**src/rtl/tfn_pkg.sv**
```systemverilog
// ----------------------------------------------------------------------------
// tfn_pkg
// Shared widths, payload types and status structs of the face normal unit.
// ----------------------------------------------------------------------------
`default_nettype none

package tfn_pkg;

   // field widths
   localparam int COORD_W   = 24;
   localparam int FRAC_BITS = 14;
   localparam int NRM_W     = 16;

   // internal arithmetic widths
   localparam int NORM_BITS = 30;
   localparam int DIFF_W    = COORD_W + 1;
   localparam int CROSS_W   = 2 * DIFF_W + 1;
   localparam int MAG_W     = 2 * DIFF_W;
   localparam int MUL_W     = NORM_BITS + 1;
   localparam int PROD_W    = 2 * MUL_W;
   localparam int SQ_W      = 2 * NORM_BITS + 2;
   localparam int ROOT_W    = NORM_BITS + 1;
   localparam int QUO_W     = FRAC_BITS + 2;
   localparam int DIV_W     = ROOT_W + QUO_W;
   localparam int QCNT_W    = $clog2(QUO_W);

   typedef logic signed [COORD_W-1:0] coord_type;
   typedef logic signed [NRM_W-1:0]   normal_type;

   typedef struct packed {
      coord_type x;
      coord_type y;
      coord_type z;
      coord_type u;
      coord_type v;
   } vertex_type;

   // index 0 is the first vertex of the triangle
   typedef vertex_type [2:0] tri_type;

   typedef struct packed {
      logic    valid;
      tri_type data;
   } push_type;

   typedef struct packed {
      logic full;
      logic empty;
   } fifo_stat_type;

   typedef struct packed {
      coord_type  out_x;
      coord_type  out_y;
      coord_type  out_z;
      coord_type  out_u;
      coord_type  out_v;
      normal_type normal_x;
      normal_type normal_y;
      normal_type normal_z;
      logic       last;
   } rsp_type;

endpackage

`default_nettype wire

```
**src/rtl/tfn_fifo.sv**
```systemverilog
// ----------------------------------------------------------------------------
// tfn_fifo
// Two-entry triangle queue between the front and the back.
// ----------------------------------------------------------------------------
`default_nettype none

module tfn_fifo (
   input  wire logic              clock,
   input  wire logic              reset,
   input  wire tfn_pkg::push_type push,
   input  wire logic              pop,
   output tfn_pkg::tri_type       head,
   output tfn_pkg::fifo_stat_type stat
);

   tfn_pkg::tri_type mem_ff [2];
   logic             wr_ptr_ff;
   logic             rd_ptr_ff;
   logic [1:0]       count_ff;
   logic             do_push;
   logic             do_pop;

   assign stat.full  = count_ff[1];
   assign stat.empty = (count_ff == 2'd0);
   assign do_push    = push.valid && !stat.full;
   assign do_pop     = pop && !stat.empty;
   assign head       = mem_ff[rd_ptr_ff];

   // pointers and fill level
   always_ff @(posedge clock) begin
      if (reset) begin
         wr_ptr_ff <= 1'b0;
         rd_ptr_ff <= 1'b0;
         count_ff  <= 2'd0;
      end else begin
         if (do_push) begin
            wr_ptr_ff <= !wr_ptr_ff;
         end
         if (do_pop) begin
            rd_ptr_ff <= !rd_ptr_ff;
         end
         count_ff <= count_ff + {1'b0, do_push} - {1'b0, do_pop};
      end
   end

   // storage
   always_ff @(posedge clock) begin
      if (do_push) begin
         mem_ff[wr_ptr_ff] <= push.data;
      end
   end

endmodule

`default_nettype wire

```
**config.mk**
```make
export PLATFORM = sky130hd
export DESIGN_NAME = tfn_fifo
export DESIGN_NICKNAME = d
export VERILOG_FILES = /design/src/rtl/tfn_pkg.sv /design/src/rtl/tfn_fifo.sv
export SDC_FILE = /design/constraint.sdc
export NUM_CORES = 1
export LEC_CHECK = 0
export ABC_AREA = 1
export BUFFER_PORTS_ARGS = -buffer_cell sky130_fd_sc_hd__buf_2
export CAP_MARGIN = 20
export CORE_AREA = 2 2 282 284
export DETAILED_ROUTE_END_ITERATION = 16
export DIE_AREA = 0 0 284 286
export SYNTH_ARGS = -nofsm -noshare
export SYNTH_HDL_FRONTEND = slang
export SYNTH_SLANG_ARGS = --single-unit
```
**constraint.sdc**
```tcl
create_clock -name clock -period 15.6 [get_ports clock]
set_input_delay 0.78 -clock clock [delete_from_list [all_inputs] [get_ports clock]]
set_output_delay 0.78 -clock clock [all_outputs]
set_load 0.01 [all_outputs]
```
Word-level counts from Yosys, hierarchy flattened:

Memory sizes are Yosys's and may differ from the RTL's. A register that Yosys moved wholly into a read port is not among the register bits.
Cells that the tools add are included.

* logic and storage cells: 17
* memories: 1
* register bits after elaboration: 4
* bits in writable memories: 720

* mux-type cells: 4
* $add $sub $neg: 2
* reduce and logical (&&, ||, !) cells: 7

Memory list
* mem_ff: words 2, width 360, read ports 1, clocked after memory_dff 1, write ports 1, line tfn_fifo.sv:16 `tfn_pkg::tri_type mem_ff [2];`

Operators with widths (number)
* $logic_not 1->1: 4
* $mux 1: 4
* $add 2x1->2: 1
* $logic_and 1x1->1: 2
* $logic_not 2->1: 1
* $sub 2x1->2: 1

Depth between registers and ports, before layout:

Gate-level depths: netlist (run 1).

* depth in word-level cells: 5
* depth in mapped cells: 8

Worst setup path before layout (run 1):

OpenSTA, ideal clock, no wires.

* path type: input-to-reg
* from: input push[360] (netlist bit)
* to: memory mem_ff[1][0] (netlist bit) (enable)
* cell stages on the path: 2
* path slack: -1.292 ns
* arrival: 15.801 ns
* setup time: 1.090 ns
* cell sequence: nand2_1 nor2_1

* word-level cells in the longest chain between the ends: 3

Ends and longest elaborated chain
* from (decl): line tfn_fifo.sv:10 `input wire tfn_pkg::push_type push,`
* $logic_and 1x1->1: line tfn_fifo.sv:25 `assign do_push = push.valid && !stat.full;`
* $mux 1: line tfn_fifo.sv:48 `if (do_push) begin`
* $mux 1 (not written as such): line tfn_fifo.sv:49 `mem_ff[wr_ptr_ff] <= push.data;`
* to (decl): line tfn_fifo.sv:16

Every way passes these cells.

==> results of run 1 <==
[logic make-up after synthesis]
kind of cell / after synthesis
flip-flops: 725
multiplexers: 360
buffers and inverters: 48
AND/OR/NAND/NOR: 11
AO/OA/AOI/OAI: 6
XOR/XNOR: 1
adder cells (fa/ha/maj): 1
[metal layers]
layer,vias up,GRT usage (%),wire length [um]
li1,6169,-,-
met1,6728,15.9,22500
met2,559,25.9,31900
met3,122,6.34,6380
met4,18,5.86,1760
met5,-,0,107
[power breakdown]
group          total [uW]  internal, uW  switching (uW)
Combinational        1290           627             660
Sequential           2530          2450            80.3
Clock                1820          1080             745
Total                5640          4160            1490
[final timing paths]
kind                         endpoint                   start  slack (ns)
max                         head[177]                register       10.00
min          mem_ff[1][193]$_DFFE_PP_               push[193]        0.35
max reg2reg  mem_ff[1][168]$_DFFE_PP_  count_ff[1]$_SDFF_PP0_       12.02
min reg2reg    rd_ptr_ff$_SDFFE_PP0P_  rd_ptr_ff$_SDFFE_PP0P_        0.48
[metrics by stage]
stage	total power (uW)	instance area, sq um	instances
2_1_floorplan	3510	27500	1152
3_3_place_gp	3860	32100	2900
3_5_place_dp	3890	32100	2900
4_1_cts	5730	34700	3037
5_1_grt	5880	34700	3045
6_report	5640	34700	3049
[synthesized netlist by cell type (3+ instances only)]
library cell / n / area share (%)
edfxtp_1: 720 / 79
mux2_4: 300 / 16
mux2_2: 60 / 2.5
buf_8: 23 / 1.3
buf_6: 11 / 0.45
inv_1: 7 / 0.095
buf_2: 6 / 0.11
dfxtp_1: 5 / 0.36
nor2_1: 5 / 0.068
a21oi_1: 4 / 0.073
nand2_1: 3 / 0.041
[critical path: cells and delay by family (launching register included)]
kind / cells / cell delay (ns)
muxes: 1 / 0.36
buffers and inverters: 4 / 2.78
DFF: 1 / 0.80
[flip-flops by register name, summed over array words and instances (netlist names), named ones only]
signal / flops
count_ff: 2
mem_ff: 720
wr_ptr_ff: 1
rd_ptr_ff: 1
[final cells by class]
class / instances / area (sq um)
flip-flops and latches: 725 / 21700
clock inverters: 47 / 534
multi-input cells: 379 / 5290
well taps: 1050 / 1310
repair buffers: 739 / 3760
clock buffers: 90 / 2010
fillers: 6930 / 43700
inverters: 7 / 26.3
diodes: 12 / 30.0
==> reports/metrics.csv, run 1 <==
metric,value,unit
most common library cell in the layout ignoring fill and taps,buf_2,
antenna violation net count after detailed routing,0,
iteration-0 DRC count of the detailed router,809,
clock tree skew after final layout,0.0186,ns
number of search-and-repair iterations in the first detailed-routing pass,5,
Vias per Instance,4.46,
"most used cell, CP",buf_4,
overall routing resource usage,14.8,%
mapped cell area,27500,sq um
floorplan die width,284,um
Routed WL,62700,um
maxcap violations,0,
Peak VDD IR,0.000123,V
number of placed I/O pins,726,
number of register bits inferred by synthesis,725,
post-layout minimum cycle time,5.60,ns
worst reg-to-reg path cell count,6,
result of the run,completed,
number of buffers inserted during clock tree synthesis,76,
number of enable flip-flop cells after synthesis,720,
vertical extent of the die,286,um
layout overhead on the synthesized area,26.0,%
global-route wire length before repair,90400,um
P_leak,0.0134,uW
cell at the root of the clock tree,clkbuf_16,
GP Congestion,0.819,
Total Die Area,81200,sq um
site row count,103,
instance count along the most critical hold path,1,
"Async S/R FF share, synth",0,%
pin count of the biggest net entering global routing,174,
sequential element share of the synthesized area,78.9,%
final worst-path cycle share,35.9,%
cells along the critical path,buf_4 -> buf_4 -> buf_4 -> mux2_4 -> buf_2,
Final Max Tran Viols,0,
required time of the critical path,14.82,ns
top flip-flop cell by instance count after synthesis,edfxtp_1,
GRT overflow,0,
kind of start point of the critical path,register,
number of buffers inserted by post-CTS setup repair,0,
clock latency on the worst-skew pair,0.62,ns
Post-CTS Resized,0,
number of synthesis warnings,0,
average wire per cell in the routed design,20.6,um
HPWL reported at the end of detailed placement,44200,um
worst-case setup margin in the final layout,10.00,ns
"Hold-fix buffers, CTS",0,
clock-pin slew reported for the worst setup and hold paths after clock tree synthesis,0.06,ns
Power per Cell Area,163,nW/um^2
area share of fa/ha/maj cells after synthesis,0.0454,%
CTS HTree Levels,3,
"commonest non-fill, non-tap cells in the layout","buf_2, edfxtp_1, mux2_4, clkbuf_16, mux2_2",
count of mapped cells out of synthesis,1152,
Max-slew headroom,22.9,%
worst stage delay on the critical path,0.88,ns
final core utilization,44.3,%
TritonCTS clock tree,done,
unrepaired setup endpoints after global routing,no,
slowest stage cell on the critical path,buf_4,
number of buffers on the longest clock path,3,
number of unique standard cell types used by synthesis,19,
Worst Max-Slew Pin Slew,1.16,ns
syn nets,1517,
via count of the first global-routing pass,14500,
fraction of synthesized area in multiplexers,18.8,%
vias,13600,
effective utilization at floorplan,35.1,%
hold crit path type,input pin to register,
Worst Hold Margin,0.348,ns
Setup Total Neg Slack,0,ns
I/O Buffers,725,
initial antenna violation count,21,
count of endpoints failing hold in the final timing report,0,
Synth Area in Simple Gates,0.168,%
fin nets,2293,
compound-cell area share of the yosys netlist,0.109,%
pre-CTS setup slack,10.58,ns
core outline area,78400,sq um
crit end category,output pin,
share of layout cells above drive strength 1,61.2,%
endpoints failing setup,0,
Crit Path Category,register to output pin,
XOR/XNOR share of the synthesized area,0.0318,%
critical path peak fanout,63,
DRC,0,
clock net sink count,725,
Max Fclk,179,MHz
largest family of logic cells by synthesized area,multiplexers,
Worst Path Arrival,4.82,ns
mean area per synthesized cell,23.9,sq um
Power figures use the tool's default switching activity.
==> run 2, diff against run 1 <==
--- a/config.mk
+++ b/config.mk
@@ -5,12 +5,12 @@
 export SDC_FILE = /design/constraint.sdc
 export NUM_CORES = 1
 export LEC_CHECK = 0
-export ABC_AREA = 1
+export ABC_AREA = 0
 export BUFFER_PORTS_ARGS = -buffer_cell sky130_fd_sc_hd__buf_2
 export CAP_MARGIN = 20
-export CORE_AREA = 2 2 282 284
+export CORE_AREA = 2 2 284 286
 export DETAILED_ROUTE_END_ITERATION = 16
-export DIE_AREA = 0 0 284 286
+export DIE_AREA = 0 0 286 288
 export SYNTH_ARGS = -nofsm -noshare
 export SYNTH_HDL_FRONTEND = slang
 export SYNTH_SLANG_ARGS = --single-unit
==> constraint.sdc (replaced) <==
create_clock -name clock -period 5.3 [get_ports clock]
set_input_delay 0.265 -clock clock [delete_from_list [all_inputs] [get_ports clock]]
set_output_delay 0.265 -clock clock [all_outputs]
set_load 0.01 [all_outputs]
==> reports/metrics.csv, run 2 <==
metric,value,unit,change
instance count along the most critical hold path,4,,+3
result of the run,completed,,
maxcap violations,0,,unchanged
clock latency on the worst-skew pair,0.62,ns,about the same
mapped cell area,26300,sq um,-4.4%
number of register bits inferred by synthesis,725,,unchanged
capture endpoint of the worst hold path,wr_ptr_ff$_SDFFE_PP0P_,,
hold crit path type,input pin to register,,
syn nets,1513,,-0.26%
vias,15100,,+11%
cells along the critical path,buf_12 -> mux2_2 -> buf_2,,
slowest stage cell on the critical path,dfxtp_4,,
portion of synthesized cell area occupied by the leading cell type,82.1,%,+3.6 points
most common cell in the netlist,edfxtp_1,,
number of buffers inserted during clock tree synthesis,77,,+1.3%
count of endpoints failing hold in the final timing report,0,,unchanged
fillcell total,6804,,-1.8%
core outline area,79600,sq um,+1.6%
Inst Count DP,2913,,+0.45%
CTS HTree Levels,3,,unchanged
count of mapped cells out of synthesis,1148,,-0.35%
Routed WL,64900,um,+3.6%
DRC,0,,unchanged
number of buffers on the longest clock path,3,,unchanged
worst stage delay on the critical path,0.86,ns,-0.02 ns
pin count of the biggest net entering global routing,123,,-29%
effective utilization at floorplan,33.1,%,-2.1 points
Buf/Inv on CP,2,,-2
cell at the root of the clock tree,clkbuf_16,,
via count of the first global-routing pass,16400,,+13%
fin nets,2658,,+16%
critical path peak fanout,89,,+41%
met3 routing resource usage after global routing,5.13,%,-1.2 points
floorplan die width,286,um,+0.70%
number of search-and-repair iterations in the first detailed-routing pass,5,,unchanged
Post-CTS Resized,0,,unchanged
kind of start point of the critical path,register,,
post-layout minimum cycle time,3.01,ns,
Non-Filler Instances,3415,,+12%
largest cells by area after synthesis,"edfxtp_1, mux2_2, buf_6",,
layout overhead on the synthesized area,41.3,%,
required time of the critical path,5.04,ns,-9.78 ns
max reg flops,720,,unchanged
Vias per Instance,4.42,,-0.88%
share of layout cells above drive strength 1,51.7,%,-9.5 points
top flip-flop cell by instance count after synthesis,edfxtp_1,,
TritonCTS clock tree,done,,
Crit Path Category,register to output pin,,
I/O Buffers,725,,unchanged
Worst Max-Slew Pin Slew,0.875,ns,-0.282 ns
final worst-path cycle share,56.7,%,
site row count,104,,+0.97%
iteration-0 DRC count of the detailed router,808,,-0.12%
RR Startpoint,count_ff[1]$_SDFF_PP0_,,
GRT overflow,0,,unchanged
initial antenna violation count,8,,-62%
clock tree skew after final layout,0.0257,ns,+0.00708 ns
Worst Hold Margin,0.0988,ns,-0.249 ns
Power per Cell Area,405,nW/um^2,+150%
top register by number of flip-flops,mem_ff,,
antenna violation net count after detailed routing,0,,unchanged
pre-CTS setup slack,2.90,ns,-7.69 ns
met1 routing resource usage after global routing,16.0,%,+0.17 points
biggest area consumer among synthesized cells,edfxtp_1,,
vertical extent of the die,288,um,+0.70%
biggest regs,"mem_ff: 720 flops, count_ff: 2 flops",,
Peak VDD IR,0.000299,V,+140%
clock-pin slew reported for the worst setup and hold paths after clock tree synthesis,0.06,ns,about the same
most common library cell in the layout ignoring fill and taps,buf_2,,
worst-case setup margin in the final layout,2.29,ns,-7.71 ns
number of placed I/O pins,726,,unchanged
GP Congestion,0.885,,+8.1%
number of enable flip-flop cells after synthesis,720,,unchanged
number of buffers inserted by post-CTS setup repair,0,,unchanged
family of cells with the greatest summed delay on the critical path,flip-flops,,
sequential element share of the synthesized area,82.5,%,+3.6 points
Critical R2R Capture,mem_ff[1][72]$_DFFE_PP_,,
"commonest non-fill, non-tap cells in the layout","buf_2, edfxtp_1, dlygate4sd3_1, mux2_2, clkbuf_16",,
Max-slew headroom,41.7,%,+19 points
"Hold-fix buffers, CTS",361,,+361
"Async S/R FF share, synth",0,%,unchanged
met2 capacity usage during global routing,27.9,%,+2.0 points
Total Die Area,82400,sq um,+1.4%
overall routing resource usage,15.1,%,+0.29 points
Final Max Tran Viols,0,,unchanged
clock net sink count,725,,unchanged
beginning of the worst hold path,push[360],,
HPWL reported at the end of detailed placement,44000,um,-0.47%
most numerous cell types in the synthesized netlist,"edfxtp_1, mux2_2, buf_6",,
unrepaired setup endpoints after global routing,no,,
crit end category,output pin,,
Max Fclk,333,MHz,
Reg2Reg Setup Slack,2.93,ns,-9.09 ns
mean area per synthesized cell,22.9,sq um,-4.1%
layer with the highest usage after global routing,met2,,
endpoints failing setup,0,,unchanged
P_leak,0.0138,uW,+3.1%
global-route wire length before repair,95000,um,+5.1%
Setup Total Neg Slack,0,ns,unchanged
Worst Path Arrival,2.74,ns,-2.08 ns
number of synthesis warnings,0,,unchanged
number of unique standard cell types used by synthesis,19,,unchanged
average wire per cell in the routed design,19.0,um,-7.5%
worst reg-to-reg path cell count,4,,-2
## run 2: kinds of logic (layout without fill, tap and decap cells)
| group | count (synthesis) | count (layout) | synth area share (%) |
|---|---|---|---|
| AOI/OAI and AO/OA | 3 | 3 | 0.0761 |
| DFF | 725 | 725 | 82.5 |
| adders and majority gates | 1 | 1 | 0.0475 |
| and+or+nand+nor | 14 | 14 | 0.261 |
| other | 0 | 4 | 0 |
| muxes | 360 | 360 | 15.4 |
| buffers and inverters | 43 | 1246 | 1.63 |
| xor gates and xnor gates | 2 | 2 | 0.0666 |
## run 2: metal layers
layer | up-vias | part of all wire (%)
li1 | 6903 | -
met1 | 7485 | 36
met2 | 590 | 53
met3 | 112 | 8.5
met4 | 4 | 2.6
met5 | - | 0.038
## run 2: worst max-delay path by stage
| stage | start | end | cells after the start |
|---|---|---|---|
| after floorplan | count_ff[1]$_SDFF_PP0_ | mem_ff[0][0]$_DFFE_PP_ | 2 |
| after global placement | register | head[319] | 3 |
| after detailed placement | count_ff[1]$_SDFF_PP0_ | mem_ff[1][69]$_DFFE_PP_ | 4 |
| after CTS | register | head[319] | 3 |
| after global routing | register | head[319] | 3 |
| final | register | head[319] | 3 |
## run 2: power breakdown
part | switching [uW] | internal [uW]
Combinational | 1480 | 1330
Sequential | 170 | 6990
Clock | 2170 | 2910
Total | 3820 | 11200
## run 2: tightest hold or removal path: stages
cell      delay [ns]
buf_2           0.13
nand2b_4        0.11
xnor2_1         0.07
nor2_1          0.08
## run 2: per-stage QoR
stage               cell area [sq um]  util (%)  total power (uW)
finish                          37200      46.7             15000
global route                    37200      46.7             15700
CTS                             37200      46.7             15200
detailed placement              31200      39.1              9900
global placement                31200      39.1              9850
floorplan                       26300         -              8900
## run 2: area by class of cell
class	instances	area [sq um]	share of cell area, %
clock buffers	98	2050	5.50
well taps	1060	1330	3.57
multi-input cells	380	4200	11.3
diodes	4	10.0	0.0269
inverters	2	7.51	0.0202
clock inverters	39	359	0.965
repair buffers	1107	7520	20.2
flip-flops and latches	725	21700	58.4
