**src/rtl/tfn_pkg.sv**
```systemverilog
// ----------------------------------------------------------------------------
// tfn_pkg
// Shared widths, payload types and status structs of the face normal unit.
// ----------------------------------------------------------------------------
`default_nettype none

package tfn_pkg;

   // field widths
   localparam int COORD_W   = 24;
   localparam int FRAC_BITS = 14;
   localparam int NRM_W     = 16;

   // internal arithmetic widths
   localparam int NORM_BITS = 30;
   localparam int DIFF_W    = COORD_W + 1;
   localparam int CROSS_W   = 2 * DIFF_W + 1;
   localparam int MAG_W     = 2 * DIFF_W;
   localparam int MUL_W     = NORM_BITS + 1;
   localparam int PROD_W    = 2 * MUL_W;
   localparam int SQ_W      = 2 * NORM_BITS + 2;
   localparam int ROOT_W    = NORM_BITS + 1;
   localparam int QUO_W     = FRAC_BITS + 2;
   localparam int DIV_W     = ROOT_W + QUO_W;
   localparam int QCNT_W    = $clog2(QUO_W);

   typedef logic signed [COORD_W-1:0] coord_type;
   typedef logic signed [NRM_W-1:0]   normal_type;

   typedef struct packed {
      coord_type x;
      coord_type y;
      coord_type z;
      coord_type u;
      coord_type v;
   } vertex_type;

   // index 0 is the first vertex of the triangle
   typedef vertex_type [2:0] tri_type;

   typedef struct packed {
      logic    valid;
      tri_type data;
   } push_type;

   typedef struct packed {
      logic full;
      logic empty;
   } fifo_stat_type;

   typedef struct packed {
      coord_type  out_x;
      coord_type  out_y;
      coord_type  out_z;
      coord_type  out_u;
      coord_type  out_v;
      normal_type normal_x;
      normal_type normal_y;
      normal_type normal_z;
      logic       last;
   } rsp_type;

endpackage

`default_nettype wire

```
**src/rtl/tfn_channels.sv**
```systemverilog
// ----------------------------------------------------------------------------
// tfn channels
// Valid/ready channel interfaces for vertex requests and vertex results.
// ----------------------------------------------------------------------------
`default_nettype none

interface tfn_req_if;
   logic              valid;
   logic              ready;
   tfn_pkg::coord_type pos_x;
   tfn_pkg::coord_type pos_y;
   tfn_pkg::coord_type pos_z;
   tfn_pkg::coord_type tex_u;
   tfn_pkg::coord_type tex_v;

   modport source (output valid, pos_x, pos_y, pos_z, tex_u, tex_v, input ready);
   modport sink   (input valid, pos_x, pos_y, pos_z, tex_u, tex_v, output ready);
endinterface


`default_nettype wire

```
**src/rtl/tfn_front.sv**
```systemverilog
// ----------------------------------------------------------------------------
// tfn_front
// Accepts vertex requests, holds the first two of each triangle and pushes
// the complete triangle into the queue on the third.
// ----------------------------------------------------------------------------
`default_nettype none

module tfn_front (
   input  wire logic                   clock,
   input  wire logic                   reset,
   tfn_req_if.sink                     req,
   input  wire tfn_pkg::fifo_stat_type stat,
   output tfn_pkg::push_type           push
);

   tfn_pkg::vertex_type held_ff [2];
   logic [1:0]          cnt_ff;
   logic [1:0]          cnt_in;
   tfn_pkg::vertex_type vtx;
   logic                accept;

   // request handshake
   assign req.ready = !stat.full;
   assign accept    = req.valid && req.ready;
   assign vtx       = '{x: req.pos_x, y: req.pos_y, z: req.pos_z,
                        u: req.tex_u, v: req.tex_v};

   // triangle push on the third vertex
   always_comb begin
      push.valid   = accept && cnt_ff[1];
      push.data[0] = held_ff[0];
      push.data[1] = held_ff[1];
      push.data[2] = vtx;
      cnt_in       = cnt_ff;
      if (accept) begin
         cnt_in = cnt_ff[1] ? 2'd0 : cnt_ff + 2'd1;
      end
   end

   // vertex count
   always_ff @(posedge clock) begin
      if (reset) begin
         cnt_ff <= 2'd0;
      end else begin
         cnt_ff <= cnt_in;
      end
   end

   // held vertices
   always_ff @(posedge clock) begin
      if (accept && !cnt_ff[1]) begin
         held_ff[cnt_ff[0]] <= vtx;
      end
   end

endmodule

`default_nettype wire

```
**src/flat_wrapper.sv**
```systemverilog
// flat-port wrapper written by rule: the top's interface ports become plain ports
module tfn_front_flat 
  (clock, reset, stat, push, req_valid, req_pos_x, req_pos_y, req_pos_z, req_tex_u, req_tex_v, req_ready);
  tfn_req_if req_i ();
  input  wire logic clock;
  input  wire logic reset;
  input  wire tfn_pkg::fifo_stat_type stat;
  output tfn_pkg::push_type push;
  input wire logic [$bits(req_i.valid)-1:0] req_valid;
  input wire logic [$bits(req_i.pos_x)-1:0] req_pos_x;
  input wire logic [$bits(req_i.pos_y)-1:0] req_pos_y;
  input wire logic [$bits(req_i.pos_z)-1:0] req_pos_z;
  input wire logic [$bits(req_i.tex_u)-1:0] req_tex_u;
  input wire logic [$bits(req_i.tex_v)-1:0] req_tex_v;
  output wire logic [$bits(req_i.ready)-1:0] req_ready;
  assign req_i.valid = req_valid;
  assign req_i.pos_x = req_pos_x;
  assign req_i.pos_y = req_pos_y;
  assign req_i.pos_z = req_pos_z;
  assign req_i.tex_u = req_tex_u;
  assign req_i.tex_v = req_tex_v;
  assign req_ready = req_i.ready;
  tfn_front u_core (.clock(clock), .reset(reset), .req(req_i), .stat(stat), .push(push));
endmodule
```
**config.mk**
```make
export PLATFORM = sky130hd
export DESIGN_NAME = tfn_front_flat
export DESIGN_NICKNAME = d
export VERILOG_FILES = /design/src/rtl/tfn_pkg.sv /design/src/rtl/tfn_channels.sv /design/src/rtl/tfn_front.sv /design/src/flat_wrapper.sv
export SDC_FILE = /design/constraint.sdc
export NUM_CORES = 1
export LEC_CHECK = 0
export ABC_AREA = 1
export BUFFER_PORTS_ARGS = -buffer_cell sky130_fd_sc_hd__buf_2
export CAP_MARGIN = 20
export CORE_AREA = 3 3 190 192
export DETAILED_ROUTE_END_ITERATION = 8
export DIE_AREA = 0 0 193 195
export PLACE_DENSITY_LB_ADDON = 0.2
export SETUP_SLACK_MARGIN = 0.05
export SLEW_MARGIN = 0
export SYNTH_ARGS = -nofsm -noshare
export SYNTH_HDL_FRONTEND = slang
export SYNTH_SLANG_ARGS = --single-unit
```
**constraint.sdc**
```tcl
create_clock -name clock -period 6.2 [get_ports clock]
set_input_delay 1.24 -clock clock [delete_from_list [all_inputs] [get_ports clock]]
set_output_delay 1.24 -clock clock [all_outputs]
set_load 0.05 [all_outputs]
```
# ---- Word level (Yosys, flattened, before mapping)
# Memory sizes are Yosys's and may differ from the RTL's.
# Index checks and enable logic that the tools add are counted.
dict set report totals {
  rom_bits 0
  ramBits 240
  latchBits 0
  n_memories 1
  reg_bits 2
  word_cells 11
}
dict set report classes {
  n_addsub 1
  n_bitwise 0
  eq_ne 0
  mul 0
  magnitude_cmp 0
  mux 3
  n_reduce_logical 5
  n_div 0
  n_shift 0
}
# memory words word_bits rd rd_clocked_by_memory_dff write_ports line_no
set mem_list {}
lappend mem_list {u_core.held_ff 2 120 2 0 1 tfn_front.sv:16} ;# tfn_pkg::vertex_type held_ff [2];
# op count
set ops {}
lappend ops {{logical AND 1 bit} 3}
lappend ops {{adder 2 x 1 -> 2 bit (second input constant)} 1}
lappend ops {{zero test 1 bit} 2}
lappend ops {{two-way mux 1 bit} 2}
lappend ops {{two-way mux 2 bit} 1}

# ---- Depth between registers and ports, before layout
# Gate-level depths: netlist of the first run.
dict set report logic_depth {
  ltp_word 5
  mapped_depth 4
}

# ---- Least setup slack after synthesis of the first run
# Ideal clock, no wire load.
dict set report synth_path {
  path_type {in2reg}
  start {in req_valid}
  end {mem u_core.held_ff[0][0] (netlist bit), enable pin}
  arrival_ns 3.778
  cell_stages 4
  setup_slack_ns 1.949
  required_ns 5.726
  path_cell_list {inv_1 nor2_1 nand2_1 inv_1}
}
dict set report synth_via {
  elab_chain_len 4
}
# element line_no
set synth_lines {}
lappend synth_lines {{from (decl)} flat_wrapper.sv:9} ;# input wire logic [$bits(req_i.valid)-1:0] req_valid;
lappend synth_lines {{logical AND 1 bit} tfn_front.sv:24} ;# assign accept = req.valid && req.ready;
lappend synth_lines {{logical AND 1 bit} tfn_front.sv:51} ;# if (accept && !cnt_ff[1]) begin
lappend synth_lines {{two-way mux 1 bit} tfn_front.sv:51}
lappend synth_lines {{two-way mux 1 bit (implied by the code)} tfn_front.sv:52} ;# held_ff[cnt_ff[0]] <= vtx;
lappend synth_lines {{to (decl)} tfn_front.sv:16}
# No other way between the ends.

==> results of run 1 <==
[registers in the layout, indices dropped and copies added, names as in the netlist]
signal,count
u_core.cnt_ff,2
u_core.held_ff,240
[per-layer routing]
metal / global-route usage / part of all wire
met1: 0.1025 / 0.35
met2: 0.1788 / 0.52
met3: 0.03303 / 0.099
met4: 0.03456 / 0.035
met5: 0 / 0
[cells by family after synthesis]
family	synth area share
AOI/OAI and AO/OA	0.001219
buffers and inverters	0.1124
DFF	0.8823
and+or+nand+nor	0.004112
[critical path, cell delays in order]
cell and delay, ns:
buf_2 0.10, inv_1 0.07, nand2_1 0.09, nor2_1 0.10, buf_2 0.27
[how the worst max path moves through the flow]
stage / endpoint / from / slack [ns]
2_1_floorplan: u_core.held_ff[0][0]$_DFFE_PP_ / req_valid / 1.95
3_3_place_gp: u_core.held_ff[1][24]$_DFFE_PP_ / req_valid / 3.02
3_5_place_dp: u_core.held_ff[1][81]$_DFFE_PP_ / req_valid / 3.03
4_1_cts: push[360] / stat[1] / 3.09
5_1_grt: push[360] / stat[1] / 3.00
6_report: push[360] / stat[1] / 3.09
[layout by cell type, fill, tap and decap left out]
master	instances
buf_2	485
edfxtp_1	240
clkbuf_16	27
clkinv_1	7
nand2_1	5
clkinv_2	5
inv_1	4
nor2_1	4
clkbuf_1	4
bufinv_16	3
inv_4	2
a21oi_1	2
buf_12	2
dfxtp_1	2
[metrics by stage]
step	instance area, um^2	power [mW]	worst slack (ns)	util
detailed placement	10350	2.410	3.027	0.2998
floorplan	8214	2.308	1.949	-
finish	11190	3.868	3.088	0.3239
CTS	11190	3.943	3.085	0.3239
global placement	10350	2.410	3.023	0.2998
global route	11190	4.020	2.995	0.3239
[final cells by class]
cell class              instances  area [um^2]
clock buffers                  31        690.7
well taps                     455        569.3
fillers                      3443        23360
repair buffers                487         2467
flip-flops and latches        242         7247
multi-input cells              11        43.79
clock inverters                15        141.4
inverters                       6        27.53
[power breakdown]
part / internal [mW] / switching (mW)
combinational: 0.0881 / 0.409
sequential: 1.86 / 0.00987
clock: 0.909 / 0.591
total: 2.86 / 1.01
==> metrics.cfg, run 1 <==
[critical_path]
r2r_cells = 5
reg2reg_from = u_core.cnt_ff[0]$_SDFFE_PP0N_
worstSetupEndpointType = output pin
critical_path_class = input port to output pin
cp.required_ns = 4.96
worst_ep_arrival_time_ns = 1.87
crit_fanout = 3
rr_endpoint = u_core.held_ff[1][81]$_DFFE_PP_
rrSetupSlack_ns = 4.19
start_kind = input port

[final_layout]
syn2layout_area_growth_pct = 36.19
layout.cells.non_filler = 1247
fin_nets = 899
drive_above_1_share = 0.6616
num_antenna_cells = 0

[timing]
setup_viol = 0
max_freq_mhz = 321.3
final.setup.tns_ns = 0
finalCriticalPeriod_ns = 3.112
tightestPinTransition_ns = 0.8379
rsz0062_at_grt = false
post-route-period-util = 0.5020
fin_skew_ns = 0.006142
holdWs_ns = 0.4844
slew_headroom = 0.4414
slew_violations = 0
hold_viol_final = 0

[clocking]
post_cts_resized = 0
cts.sinks = 242
root_buffer = clkbuf_16
ctsHoldBuffers = 0
cts-htree-levels = 1
clk_latency_ns = 0.52
clock_path_buffers = 3
clkTransAtPathRegs_ns = 0.06
cts-buffers-inserted = 26
cts_tree = built
cts_setup_buffers = 0

[yosys]
yosysMostFrequentCell = edfxtp_1
synth-seq-area-share = 0.8823
synth_area_leader_cell = edfxtp_1
postSynthAreaPerCell_um2 = 21.67
synth-edff-count = 240
ys_top_cells_by_count = 240 x edfxtp_1, 120 x buf_4, 6 x inv_1, 5 x nand2_1, 4 x nor2_1
synth_ff_type = edfxtp_1
netlist_area_mm2 = 0.008214
ys_ff_latch = 242
synth_warnings = 0
synth_top_area_frac = 0.8774
synth_area_leaders = edfxtp_1 88%, buf_4 11%, dfxtp_1 0.49%, inv_1 0.27%, nand2_1 0.23%
ys_types = 7
async_flop_share = 0
syn_inst = 379
syn_nets = 504

[detailed_routing]
drt_wl_total_um = 20250
avgRoutedWirePerCell_um = 16.24
drc = 0
vias_per_cell = 3.665
drt_iter0_drc = 141
vias = 4570
dr.pass1.iters = 4
ant_nets = 0

[floorplan]
design.die.area_mm2 = 0.03764
die_y_um = 195
die_w_um = 193
ioPinCount = 487
core_mm2 = 0.03454
core.rowCount = 68
initial_core_util = 0.2378

[power_and_ir_drop]
p_leak_nw = 4.599
ir_drop_mv = 0.2305
power_density_mw_per_mm2 = 345.8

[placement]
placed_cells = 1201
portBuffers = 485
gp_congestion = 0.6994
hpwl_um = 14490

[worst_hold_path]
hold_start = u_core.cnt_ff[0]$_SDFFE_PP0N_
hold_path_class = register to register
min_to = u_core.cnt_ff[0]$_SDFFE_PP0N_
hold-path-cell-count = 2

[global_routing]
grtUsageTotal = 0.09731
grt_pass1_wl_um = 27590
antenna_found_initial = 0
grt_pass1_vias = 4400
grt_max_degree = 64
grt_remaining_overflow = 0

[status]
status = complete, no violations

[job]
cap_viol_max_count = 0

No activity file was read; power rests on OpenSTA's default activity.
==> run 2, diff against run 1 <==
--- a/config.mk
+++ b/config.mk
@@ -5,7 +5,7 @@
 export SDC_FILE = /design/constraint.sdc
 export NUM_CORES = 1
 export LEC_CHECK = 0
-export ABC_AREA = 1
+export ABC_AREA = 0
 export BUFFER_PORTS_ARGS = -buffer_cell sky130_fd_sc_hd__buf_2
 export CAP_MARGIN = 20
 export CORE_AREA = 3 3 190 192
==> constraint.sdc (replaced) <==
create_clock -name clock -period 3.2 [get_ports clock]
set_input_delay 0.64 -clock clock [delete_from_list [all_inputs] [get_ports clock]]
set_output_delay 0.64 -clock clock [all_outputs]
set_load 0.05 [all_outputs]
==> run 2 against run 1 <==
First-iteration DRC count increased by 6.4%. Non-clock buffer count increased by 4. Die area unchanged. Utilization increased by 0.16 points. Synthesized cell count decreased by 1.8%. Global-route usage about the same. Sequential power increased by 94%. Count of clock-buffer cells in the layout increased by 10. Sequential share of layout area decreased by 0.32 points. Critical path type is now register to output pin. Largest power group unchanged. Highest routed layer unchanged.
==> metrics.cfg, run 2 <==
[status]
status = complete, no violations

[detailed_routing]
drt_wl_total_um = 20240
dr.pass1.iters = 4
drc = 0
avgRoutedWirePerCell_um = 16.24
drt_iter0_drc = 150
vias = 4578
ant_nets = 0
vias_per_cell = 3.674

[placement]
gp_congestion = 0.7190
place_area_mm2 = 0.01042
portBuffers = 485
hpwl_um = 14930
pre_cts_ws_ns = 1.083

[critical_path]
crit_fanout = 4
critical-path-slowest-cell = dfxtp_1
rrSetupSlack_ns = 1.57
r2r_cells = 2
rr_endpoint = u_core.held_ff[1][36]$_DFFE_PP_
worst_ep_arrival_time_ns = 1.31
critical_path_class = register to output pin
critPathMaxStageDelay_ns = 0.38
cp.required_ns = 2.56
worstSetupEndpointType = output pin
reg2reg_from = u_core.cnt_ff[1]$_SDFFE_PP0N_
crit_chain = and3_1, buf_2
start_kind = register

[timing]
max_freq_mhz = 513.5
hold_viol_final = 0
post-route-period-util = 0.6086
finalWorstSetupSlack_ns = 1.252
slew_violations = 0
slew_headroom = 0.6870
setup_viol = 0
tightestPinTransition_ns = 0.4694
final.setup.tns_ns = 0
fin_skew_ns = 0.01836
rsz0062_at_grt = false
finalCriticalPeriod_ns = 1.948
holdWs_ns = 0.2867

[power_and_ir_drop]
ir_drop_mv = 0.4411
p_leak_nw = 4.605
power_density_mw_per_mm2 = 664.3

[clocking]
cts_tree = built
cts-htree-levels = 1
root_buffer = clkbuf_16
cts.sinks = 242
clock_path_buffers = 3
cts-buffers-inserted = 26
clkTransAtPathRegs_ns = 0.06
ctsHoldBuffers = 0
cts_setup_buffers = 0
clk_latency_ns = 0.53
post_cts_resized = 0

[floorplan]
ioPinCount = 487
initial_core_util = 0.2380
die_w_um = 193
design.die.area_mm2 = 0.03764
core_mm2 = 0.03454
core.rowCount = 68
die_y_um = 195

[global_routing]
grt_remaining_overflow = 0
grtUsageTotal = 0.09691
antenna_found_initial = 0
grt_pass1_vias = 4445
grt_max_degree = 62
grt_pass1_wl_um = 27680

[yosys]
netlist_area_mm2 = 0.008220
synth_warnings = 0
synth-simple-area-share = 0.006240
syn_inst = 372
synth_top_area_frac = 0.8767
synth-xor-area-share = 0
muxShareOfSynthArea = 0
synth_compound_area_frac = 0.001674
synth_area_leader_cell = edfxtp_1
ys_ff_latch = 242
async_flop_share = 0
ys_types = 12
ys_top_cells_by_count = 240 x edfxtp_1, 120 x buf_4, 2 x dfxtp_1, 2 x inv_1
synth_top_family_by_area = buffers and inverters
synth-edff-count = 240
synth_area_leaders = edfxtp_1 88%, buf_4 11%, dfxtp_1 0.49%, nand2b_4 0.17%, and4bb_2 0.15%
synth_fa_ha_area_frac = 0
synth-seq-area-share = 0.8816
synth_ff_type = edfxtp_1
postSynthAreaPerCell_um2 = 22.10
syn_nets = 497
yosysMostFrequentCell = edfxtp_1

[final_layout]
largest_reg_flops = 240
fin_nets = 896
fill_cells = 3459
seq_area_mm2 = 0.007247
fin_area_mm2 = 0.01124
multi_input_area_um2 = 68.82
drive_above_1_share = 0.6688
layout_commonest_cell = buf_2
num_antenna_cells = 0
final_cell_mix = 485 x buf_2, 240 x edfxtp_1, 27 x clkbuf_16
syn2layout_area_growth_pct = 36.77

[worst_hold_path]
hold-path-cell-count = 2
hold_path_class = input port to register
min_to = u_core.cnt_ff[0]$_SDFFE_PP0N_
hold_start = reset

[job]
cap_viol_max_count = 0

[run 2: cell count changes after synthesis, sizes merged]
cell	previous run	this run
inv	6	2
nand2	5	1
nor2	4	1
and3	0	1
and4bb	0	1
nand2b	0	1
or3	0	1
[run 2: worst max-delay path by stage]
stage                                   from                         endpoint  slack, ns  depth (start not counted)
5_1_grt        u_core.cnt_ff[1]$_SDFFE_PP0N_                        push[360]       1.18                          2
3_3_place_gp                         stat[1]  u_core.held_ff[0][19]$_DFFE_PP_       1.07                          5
2_1_floorplan                        stat[1]   u_core.held_ff[0][0]$_DFFE_PP_       0.18                          3
4_1_cts        u_core.cnt_ff[1]$_SDFFE_PP0N_                        push[360]       1.21                          2
6_report       u_core.cnt_ff[1]$_SDFFE_PP0N_                        push[360]       1.25                          2
3_5_place_dp                         stat[1]  u_core.held_ff[0][63]$_DFFE_PP_       1.08                          5
[run 2: layout make-up]
type,count,area share
Tap cell,455,0.05063
Timing Repair Buffer,491,0.2243
Sequential cell,242,0.6446
Clock buffer,41,0.06566
Multi-Input combinational cell,8,0.006121
Inverter,2,0.001002
Clock inverter,7,0.007679
[run 2: cell families after synthesis]
group,after synthesis
flops,242
simple gates,6
compound gates,2
buf+inv,122
[run 2: worst max-delay path: cells and delay by family (launching register included)]
kind	cells	cell delay (ns)
buffers and inverters	1	0.25
AND/OR/NAND/NOR	1	0.16
flip-flops	1	0.38
[run 2: power by group]
group	switching, mW	internal (mW)
Clock	1.14	1.74
Combinational	0.792	0.178
Sequential	0.0202	3.60
[run 2: per-stage QoR]
step / utilization / power, mW / std cells
6_report: 0.3255 / 7.469 / 1246
2_1_floorplan: - / 4.469 / 372
5_1_grt: 0.3255 / 7.778 / 1246
3_3_place_gp: 0.3016 / 4.677 / 1198
3_5_place_dp: 0.3016 / 4.676 / 1198
4_1_cts: 0.3255 / 7.610 / 1246
[run 2: metal layers]
layer,wire [um],track usage,vias up,part of all wire
met3,2145,0.03124,37,0.11
met5,0,0,-,0
met4,704,0.03670,0,0.035
met1,6971,0.1024,2172,0.34
met2,10410,0.1779,296,0.51
li1,-,-,2073,-
==> run 3, diff against run 2 <==
--- a/config.mk
+++ b/config.mk
@@ -5,7 +5,7 @@
 export SDC_FILE = /design/constraint.sdc
 export NUM_CORES = 1
 export LEC_CHECK = 0
-export ABC_AREA = 0
+export ABC_AREA = 1
 export BUFFER_PORTS_ARGS = -buffer_cell sky130_fd_sc_hd__buf_2
 export CAP_MARGIN = 20
 export CORE_AREA = 3 3 190 192
==> constraint.sdc (replaced) <==
create_clock -name clock -period 1.79 [get_ports clock]
set_input_delay 0.358 -clock clock [delete_from_list [all_inputs] [get_ports clock]]
set_output_delay 0.358 -clock clock [all_outputs]
set_load 0.05 [all_outputs]
==> run 3 against run 2 <==
Cell count rose by 2.7%. Global-route usage rose by 0.71 points. Design area rose by 4.2%. Sequential share of layout area fell by 2.6 points. Via count rose by 3.0%. Utilization rose by 1.4 points. Combinational power rose by 89%. Routed wire length rose by 5.6%. Setup slack got worse by 1.1 ns. Power rose by 85%. Register-to-register slack got worse by 1.2 ns.
==> metrics.cfg, run 3 (synthesized netlist as in run 1, its figures left out) <==
[detailed_routing]
avgRoutedWirePerCell_um = 16.69
vias = 4715
vias_per_cell = 3.684
dr.pass1.iters = 6
drt_wl_total_um = 21360
drt_iter0_drc = 147
ant_nets = 0
drc = 0

[global_routing]
antenna_found_initial = 0
grt_max_degree = 26
grt_pass1_vias = 4594
use_met3 = 0.02944
met1_usage = 0.1134
grt_remaining_overflow = 0
global_route.usage.met2 = 0.1946
busiest_layer = met2
grtUsageTotal = 0.1040
grt_pass1_wl_um = 29330

[timing]
setup_viol = 0
slew_headroom = 0.8041
fin_skew_ns = 0.008300
finalCriticalPeriod_ns = 1.625
hold_viol_final = 0
max_freq_mhz = 615.6
finalWorstSetupSlack_ns = 0.1655
tightestPinTransition_ns = 0.2958
slew_violations = 0
final.setup.tns_ns = 0
rsz0062_at_grt = false
post-route-period-util = 0.9076

[critical_path]
worstSetupEndpointType = output pin
cp.required_ns = 1.43
start_kind = input port
crit_chain = dlygate4sd3_1, buf_2, buf_2
critical_path_class = input port to output pin
rr_endpoint = u_core.held_ff[1][75]$_DFFE_PP_
critical-path-slowest-cell = dlygate4sd3_1
crit_fanout = 3
cpMostUsedCell = buf_2
worst_ep_arrival_time_ns = 1.27
r2r_cells = 6
rrSetupSlack_ns = 0.42
reg2reg_from = u_core.cnt_ff[0]$_SDFFE_PP0N_
critPathMaxStageDelay_ns = 0.53

[final_layout]
largest_reg_flops = 240
drive_above_1_share = 0.6715
final_cell_mix = 484 x buf_2, 240 x edfxtp_1, 27 x clkbuf_16
num_antenna_cells = 0
syn2layout_area_growth_pct = 42.57
fin_nets = 931
layout_commonest_cell = buf_2
layout.cells.non_filler = 1280

[worst_hold_path]
hold_path_class = input port to register
min_to = u_core.held_ff[1][66]$_DFFE_PP_
hold_start = req_pos_z[18]
hold-path-cell-count = 1

[power_and_ir_drop]
ir_drop_mv = 0.7417
fin_total_pwr_mw = 13.80
power_density_mw_per_mm2 = 1179
p_leak_nw = 4.813

[clocking]
clkTransAtPathRegs_ns = 0.06
cts.sinks = 242
cts_tree = built
root_buffer = clkbuf_16
clock_path_buffers = 3
cts-htree-levels = 1
cts-buffers-inserted = 26
clk_latency_ns = 0.52

[floorplan]
core.rowCount = 68
design.die.area_mm2 = 0.03764
ioPinCount = 487
die_y_um = 195
die_w_um = 193
core_mm2 = 0.03454
initial_core_util = 0.2378

[placement]
gp_congestion = 0.7366
pre_cts_ws_ns = 0.1906
hpwl_um = 16360
portBuffers = 485
placed_cells = 1224

[status]
status = complete, no violations

[job]
cap_viol_max_count = 0

[run 3: cell types whose count changed in the layout (fill, tap and decap cells not counted), sizes merged, moves of 2 or more]
cell,previous run,this run
nand2,1,5
dlygate4sd3,0,9
clkbuf,41,29
nor2,1,4
inv,1,4
clkinv,5,12
clkinvlp,1,3
bufinv,2,5
buf,491,510
[run 3: layer usage]
metal	wire length, um	vias to the layer above
met1	7570	2254
met2	11310	273
met3	1920	30
met4	561	0
met5	0	-
li1	-	2158
[run 3: metrics by stage]
| stage | area [um^2] | hold slack, ns | utilization |
|---|---|---|---|
| after global routing | 11710 | 0.004101 | 0.3390 |
| after detailed placement | 10720 | 0.4737 | 0.3103 |
| final | 11710 | 0.03438 | 0.3390 |
| after CTS | 11710 | 0.0003056 | 0.3389 |
| after floorplan | 8249 | 0.4271 | - |
| after global placement | 10720 | 0.4683 | 0.3103 |
[run 3: worst max-delay path by stage]
stage                                   from                               to  slack [ns]
5_1_grt        u_core.cnt_ff[1]$_SDFFE_PP0N_                        push[360]         0.1
4_1_cts        u_core.cnt_ff[1]$_SDFFE_PP0N_                        push[360]        0.06
6_report                        req_tex_u[1]                        push[265]        0.17
3_5_place_dp                       req_valid  u_core.held_ff[0][11]$_DFFE_PP_        0.19
3_3_place_gp                       req_valid  u_core.held_ff[0][11]$_DFFE_PP_        0.19
2_1_floorplan                      req_valid   u_core.held_ff[0][0]$_DFFE_PP_       -0.86
[run 3: area by class of cell]
cell class | count | area [um^2]
Multi-Input combinational cell | 11 | 58.81
Inverter | 6 | 42.54
Fill cell | 3426 | 22830
Timing Repair Buffer | 519 | 2899
Tap cell | 455 | 569.3
Clock inverter | 18 | 210.2
Clock buffer | 29 | 683.2
Sequential cell | 242 | 7248
[run 3: power by group]
part | internal (mW) | leakage (nW) | switching, mW
Combinational | 0.382 | 2.16 | 1.44
Sequential | 6.44 | 2.22 | 0.0365
Clock | 3.44 | 0.432 | 2.06
Total | 10.3 | 4.81 | 3.54
[run 3: what timing repair did]
item,in CTS,in global routing
hold buffers,9,0
resized for setup,1,2
buffers inserted,0,0
endpoints found under the hold margin,17,0
endpoints found under the setup margin,1,1
[run 3: critical path: cells and delay by family]
kind,cells,cell delay (ns)
buf+inv,3,0.90
